$ cat src/hw/rtl/cfe_pkg.sv
package cfe_pkg;

    // Field and register widths
    localparam int FACE_W      = 3;
    localparam int PIX_W       = 12;
    localparam int SIZE_W      = 13;
    localparam int FOCAL_W     = 24;
    localparam int ERP_W       = 15;
    localparam int SRC_X_W     = 22;
    localparam int SRC_Y_W     = 23;
    localparam int CFG_INDEX_W = 4;
    localparam int CFG_DATA_W  = 24;

    // Defaults for the top level parameters
    localparam int DEF_MAX_FACE_SIZE = 4096;
    localparam int DEF_MAX_ERP_SIZE  = 16384;
    localparam int DEF_FRAC_BITS     = 8;

    // Register indexes
    localparam logic [CFG_INDEX_W-1:0] REG_FACE_SIZE    = 4'd0;
    localparam logic [CFG_INDEX_W-1:0] REG_FOCAL_LENGTH = 4'd1;
    localparam logic [CFG_INDEX_W-1:0] REG_ERP_WIDTH    = 4'd2;
    localparam logic [CFG_INDEX_W-1:0] REG_ERP_HEIGHT   = 4'd3;

    // Face codes
    localparam logic [FACE_W-1:0] FACE_F = 3'd0;
    localparam logic [FACE_W-1:0] FACE_B = 3'd1;
    localparam logic [FACE_W-1:0] FACE_L = 3'd2;
    localparam logic [FACE_W-1:0] FACE_R = 3'd3;
    localparam logic [FACE_W-1:0] FACE_U = 3'd4;
    localparam logic [FACE_W-1:0] FACE_D = 3'd5;

    // CORDIC datapath
    localparam int CORDIC_STEPS = 30;
    localparam int CW           = 34;
    localparam int RAY_W        = 31;
    localparam logic [29:0] KINV_Q30 = 30'd652032874;
    localparam logic [31:0] HALF_TURN    = 32'h8000_0000;
    localparam logic [31:0] QUARTER_TURN = 32'h4000_0000;
    localparam logic [31:0] LAT_WRAP     = 32'hC000_0000;

    typedef struct packed {
        logic signed [CW-1:0] x;
        logic signed [CW-1:0] y;
        logic [31:0]          ang;
    } cordic_t;

    // atan(2^-i) as binary angle, full turn = 2^32
    function automatic logic [31:0] atan_entry(input int idx);
        logic [31:0] r;
        case (idx)
            0:  r = 32'h20000000;
            1:  r = 32'h12E4051E;
            2:  r = 32'h09FB385B;
            3:  r = 32'h051111D4;
            4:  r = 32'h028B0D43;
            5:  r = 32'h0145D7E1;
            6:  r = 32'h00A2F61E;
            7:  r = 32'h00517C55;
            8:  r = 32'h0028BE53;
            9:  r = 32'h00145F2F;
            10: r = 32'h000A2F98;
            11: r = 32'h000517CC;
            12: r = 32'h00028BE6;
            13: r = 32'h000145F3;
            14: r = 32'h0000A2FA;
            15: r = 32'h0000517D;
            16: r = 32'h000028BE;
            17: r = 32'h0000145F;
            18: r = 32'h00000A30;
            19: r = 32'h00000518;
            20: r = 32'h0000028C;
            21: r = 32'h00000146;
            22: r = 32'h000000A3;
            23: r = 32'h00000051;
            24: r = 32'h00000029;
            25: r = 32'h00000014;
            26: r = 32'h0000000A;
            27: r = 32'h00000005;
            28: r = 32'h00000003;
            29: r = 32'h00000001;
            default: r = 32'h00000000;
        endcase
        return r;
    endfunction

endpackage

$ cat src/hw/rtl/cfe_cordic_stage.sv
module cfe_cordic_stage #(
    parameter int STEP   = 0,
    parameter int SIDE_W = 1
) (
    input  logic                aclk,
    input  logic                aresetn,
    input  logic                en,
    input  logic                in_valid,
    input  cfe_pkg::cordic_t    in_vec,
    input  logic [SIDE_W-1:0]   in_side,
    output logic                out_valid,
    output cfe_pkg::cordic_t    out_vec,
    output logic [SIDE_W-1:0]   out_side
);

    logic                          valid_reg;
    cfe_pkg::cordic_t              vec_reg, vec_next;
    logic [SIDE_W-1:0]             side_reg;
    logic signed [cfe_pkg::CW-1:0] dx, dy;
    logic                          y_pos;

    // One vectoring micro-rotation, shifts are arithmetic
    always_comb begin
        dx    = in_vec.y >>> STEP;
        dy    = in_vec.x >>> STEP;
        y_pos = !in_vec.y[cfe_pkg::CW-1] && (in_vec.y != '0);
        if (y_pos) begin
            vec_next.x   = in_vec.x + dx;
            vec_next.y   = in_vec.y - dy;
            vec_next.ang = in_vec.ang + cfe_pkg::atan_entry(STEP);
        end else begin
            vec_next.x   = in_vec.x - dx;
            vec_next.y   = in_vec.y + dy;
            vec_next.ang = in_vec.ang - cfe_pkg::atan_entry(STEP);
        end
    end

    always_ff @(posedge aclk) begin
        if (!aresetn) begin
            valid_reg <= 1'b0;
        end else if (en) begin
            valid_reg <= in_valid;
        end
    end

    always_ff @(posedge aclk) begin
        if (en) begin
            vec_reg  <= vec_next;
            side_reg <= in_side;
        end
    end

    assign out_valid = valid_reg;
    assign out_vec   = vec_reg;
    assign out_side  = side_reg;

endmodule

$ cat config.mk
export PLATFORM = sky130hd
export DESIGN_NAME = cfe_cordic_stage
export DESIGN_NICKNAME = d
export VERILOG_FILES = /design/src/hw/rtl/cfe_pkg.sv /design/src/hw/rtl/cfe_cordic_stage.sv
export SDC_FILE = /design/constraint.sdc
export NUM_CORES = 1
export LEC_CHECK = 0
export BUFFER_PORTS_ARGS = -buffer_cell sky130_fd_sc_hd__buf_4
export CORE_UTILIZATION = 61
export CTS_BUF_LIST = sky130_fd_sc_hd__clkbuf_8
export DETAILED_ROUTE_END_ITERATION = 8
export MAX_ROUTING_LAYER = met4
export PLACE_DENSITY_LB_ADDON = 0.3
export SETUP_SLACK_MARGIN = 0.5
export SYNTH_ARGS = -nofsm -noshare
export SYNTH_HDL_FRONTEND = slang
export SYNTH_SLANG_ARGS = --single-unit
$ cat constraint.sdc
create_clock -name aclk -period 5.1 [get_ports aclk]
set_clock_uncertainty 0.2 [all_clocks]
set_input_delay 1.02 -clock aclk [delete_from_list [all_inputs] [get_ports aclk]]
set_output_delay 1.02 -clock aclk [all_outputs]
set_load 0.01 [all_outputs]
==> results_dict.tcl <==
set metrics [dict create \
    coreArea_mm2 0.0145 \
    power.switching_w 0.00103 \
    r2r_cells 2 \
    slew_headroom_pct 33.0 \
    synthToLayoutAreaGrowth_pct 19.6 \
    grt_usage_pct 38.6 \
    cpPeakStageDelay_ps 570 \
    maxSlewViolCount 0 \
    end_kind "register" \
    layout-drive-gt1-share_pct 20.9 \
    fin_crit_sh_pct 79.9 \
    hold_end "out_valid" \
    ios 207 \
    synth_seq_cells 101 \
    rows 44 \
    crit_buf_inv 3 \
    ys_seq_area_share_pct 33.4 \
    path_common_cell "a21oi_1" \
    p_comb_share_pct 40.9 \
    r2r-end "out_valid" \
    fmax_ghz 0.245 \
    antenna_found_initial 0 \
    wl_met1_mm 11.3 \
    grt_pass1_wl_mm 43.2 \
    overflow 0 \
    initial_core_util_pct 62.5 \
    firstDrtPassIters 7 \
    rrSetupSlack_ps 4210 \
    hp-start "out_valid" \
    clockBufferDepth 2 \
    start_kind "input pin" \
    hold_viol 0 \
    crit_arrival_ps 4010 \
    hpwl_mm 22.9 \
    cts_setup_buffers 0 \
    worstPathRequired_ps 5040 \
    met3_wirelength_mm 3.07 \
    cp_top_family "compound AO/OA/AOI/OAI gates" \
    seqPwrFrac_pct 40.3 \
    die_y_um 124 \
    drtAntennaViolNets 0 \
    status "finished clean" \
    maxCapViolCount 0 \
    antenna_cells 0 \
    synth-xor-area-share_pct 6.49 \
    synth_top_family_by_area "compound AO/OA/AOI/OAI gates" \
    finalNetCount 1412 \
    finalNonFillerCells 1392 \
    power_leakage_nw 4.76 \
    synthesis.area_mm2 0.00904 \
    rsz0062_at_grt "no" \
    cts_num_sinks 101 \
    yosys.area_share.simple_pct 14.0 \
    yosys_warnings 0 \
    timing.rr.start "out_valid" \
    intPower_w 0.00172 \
    slowest_stage "ha_1" \
    setup_ws_ps 1030 \
    power_density_mw_per_mm2 254 \
    syn-num-nets 1236 \
    grt_pass1_vias 8168 \
    synth-async-reset-ratio_pct 0 \
    clk_pin_slew_worst_paths_ps 110 \
    period_needed_ps 4070 \
    top_layer "met4" \
    die_area_mm2 0.0153 \
    drt_iter0_markers 1197 \
    muxShareOfSynthArea_pct 1.11 \
    path_max_fanout 13 \
    ys.flop_type "edfxtp_1" \
    cts_tree "done" \
    h-tree-depth 3 \
    setup_viol 0 \
    crit_type "input pin to register" \
    crit_chain "buf_4 -> inv_1 -> ha_1 -> inv_1 -> a21oi_1 -> o31ai_1 -> a21oi_1 -> o211ai_1 -> a221oi_1 -> o21ai_0 -> a21oi_1 -> xor2_1" \
    synth_cell_types 80 \
    synthAdderAreaFrac_pct 14.6 \
    post-place-ws_ps 750 \
    fin_setup_tns_ps 0 \
    place_congestion 1.00 \
    fp.dieW_um 124 \
    power.share.clock_pct 18.8 \
    drcViolationCount 0 \
    dr_total_vias 8994 \
    grt_max_degree 78 \
    ctsHoldBuffers 0 \
    clkLatencyLatePin_ps 400 \
    hold_class "register to register" \
    cts-resized-gates 0 \
    whs_ps 400 \
    switching_share_pct 37.5 \
    vias_per_cell 6.46 \
    syn_area_per_cell_um2 8.80 \
    dr_wl_met2_mm 13.7 \
    synth_compound_gate_area_share_pct 23.5 \
    cts_root_buf "clkbuf_8" \
    synth_edf_count 100 \
    peakVddDrop_v 0.000175 \
    portBuffers 206 \
    dpl.cell_count 1377 \
    routed_wl_mm 29.1 \
    cts_buffers 9 \
    worstMarginPinSlew_ps 1000 \
    hold_path_depth 2 \
    post_drt_wl_per_cell_um 20.9 \
    synth_cells 1028 \
]
[routing by layer]
layer	up-vias	track usage, %
met5	-	-
met4	0	15.4
met3	106	5.04
met2	653	62.9
met1	4197	48.6
li1	4038	-
[through the flow]
step                util, %  area, um^2  power, W
CTS                    74.7       10800   0.00272
finish                 74.7       10800   0.00275
global route           74.7       10800   0.00286
floorplan                 -        9040   0.00176
detailed placement     73.5       10600   0.00222
global placement       73.5       10600   0.00219
[layout by cell type (no fill, tap or decap), types with 17 or more instances in the layout]
| cell type | n |
|---|---|
| a21o_1 | 17 |
| o21bai_1 | 22 |
| nor2_1 | 85 |
| o21ai_0 | 75 |
| xnor2_1 | 59 |
| edfxtp_1 | 100 |
| a21oi_1 | 127 |
| ha_1 | 99 |
| inv_1 | 98 |
| buf_4 | 214 |
| nor3_1 | 20 |
| nand2_1 | 55 |
[cell usage after synthesis (all sizes together), types with 4 or more instances]
| master | n | share of area (%) |
|---|---|---|
| a21oi | 128 | 7.1 |
| mux2i | 10 | 1.1 |
| o221ai | 6 | 0.65 |
| buf | 32 | 2.0 |
| ha | 99 | 14 |
| nand2 | 55 | 2.3 |
| o21ai | 81 | 4.5 |
| xor2 | 8 | 0.77 |
| a21o | 18 | 1.5 |
| or3 | 8 | 0.61 |
| xnor2 | 59 | 5.7 |
| clkbuf | 17 | 0.72 |
| nor2 | 87 | 3.7 |
| o211ai | 14 | 1.2 |
| o31ai | 10 | 0.94 |
| a2111oi | 4 | 0.46 |
| or2 | 5 | 0.35 |
| fa | 4 | 0.89 |
| nor2b | 14 | 0.97 |
| a31oi | 4 | 0.35 |
| a221oi | 4 | 0.46 |
| nand2b | 10 | 0.69 |
| o21bai | 22 | 1.8 |
| nand4 | 15 | 1.0 |
| nor3 | 21 | 1.2 |
| a211oi | 9 | 0.75 |
| edfxtp | 100 | 33 |
| and2 | 4 | 0.28 |
| nand3 | 12 | 0.66 |
| inv | 100 | 4.2 |
| nor4 | 16 | 1.3 |
| o21a | 6 | 0.50 |
[worst reg2reg max path: stages, from the launching register on]
cell and delay [ps]:
dfxtp_1 360, mux2i_1 80, nor2b_1 180
[power groups by stage]
stage	Combinational, W	Sequential (W)	Clock (W)
final	0.00112	0.00111	0.000516
after global placement	0.00108	0.00112	0
after detailed placement	0.00109	0.00112	0
after floorplan	0.000581	0.00118	0
after global routing	0.00120	0.00112	0.000540
after CTS	0.00110	0.00111	0.000512
[worst max path at each step]
| stage | cells after the start | start | to |
|---|---|---|---|
| final | 12 | in_vec[44] | out_vec[93] |
| after CTS | 11 | in_vec[35] | out_vec[93] |
| after global placement | 11 | in_vec[35] | out_vec[93] |
| after detailed placement | 12 | in_vec[44] | out_vec[93] |
| after global routing | 12 | in_vec[44] | out_vec[93] |
| after floorplan | 12 | in_vec[66] | out_vec[92] |
[state kept, by name, summed over array words and instances (netlist names)]
| register | flops |
|---|---|
| out_side | 1 |
| out_valid | 1 |
| out_vec | 99 |
[area by class of cell]
cell class	count	area, um^2
clock buffers	9	124
well taps	184	230
multi-input cells	775	5390
clock inverters	6	57.6
inverters	103	387
flip-flops and latches	101	3020
repair buffers	214	1610
fillers	1075	3660
[cell families (layout without fill, tap and decap cells)]
logic type | count (synthesis) | count (layout)
DFF | 101 | 101
AOI/OAI and AO/OA | 337 | 337
and+or+nand+nor | 258 | 258
xor gates and xnor gates | 67 | 67
buffers and inverters | 152 | 332
muxes | 10 | 10
adders and majority gates | 103 | 103
Note: power is estimated with default switching activity, not from simulation.
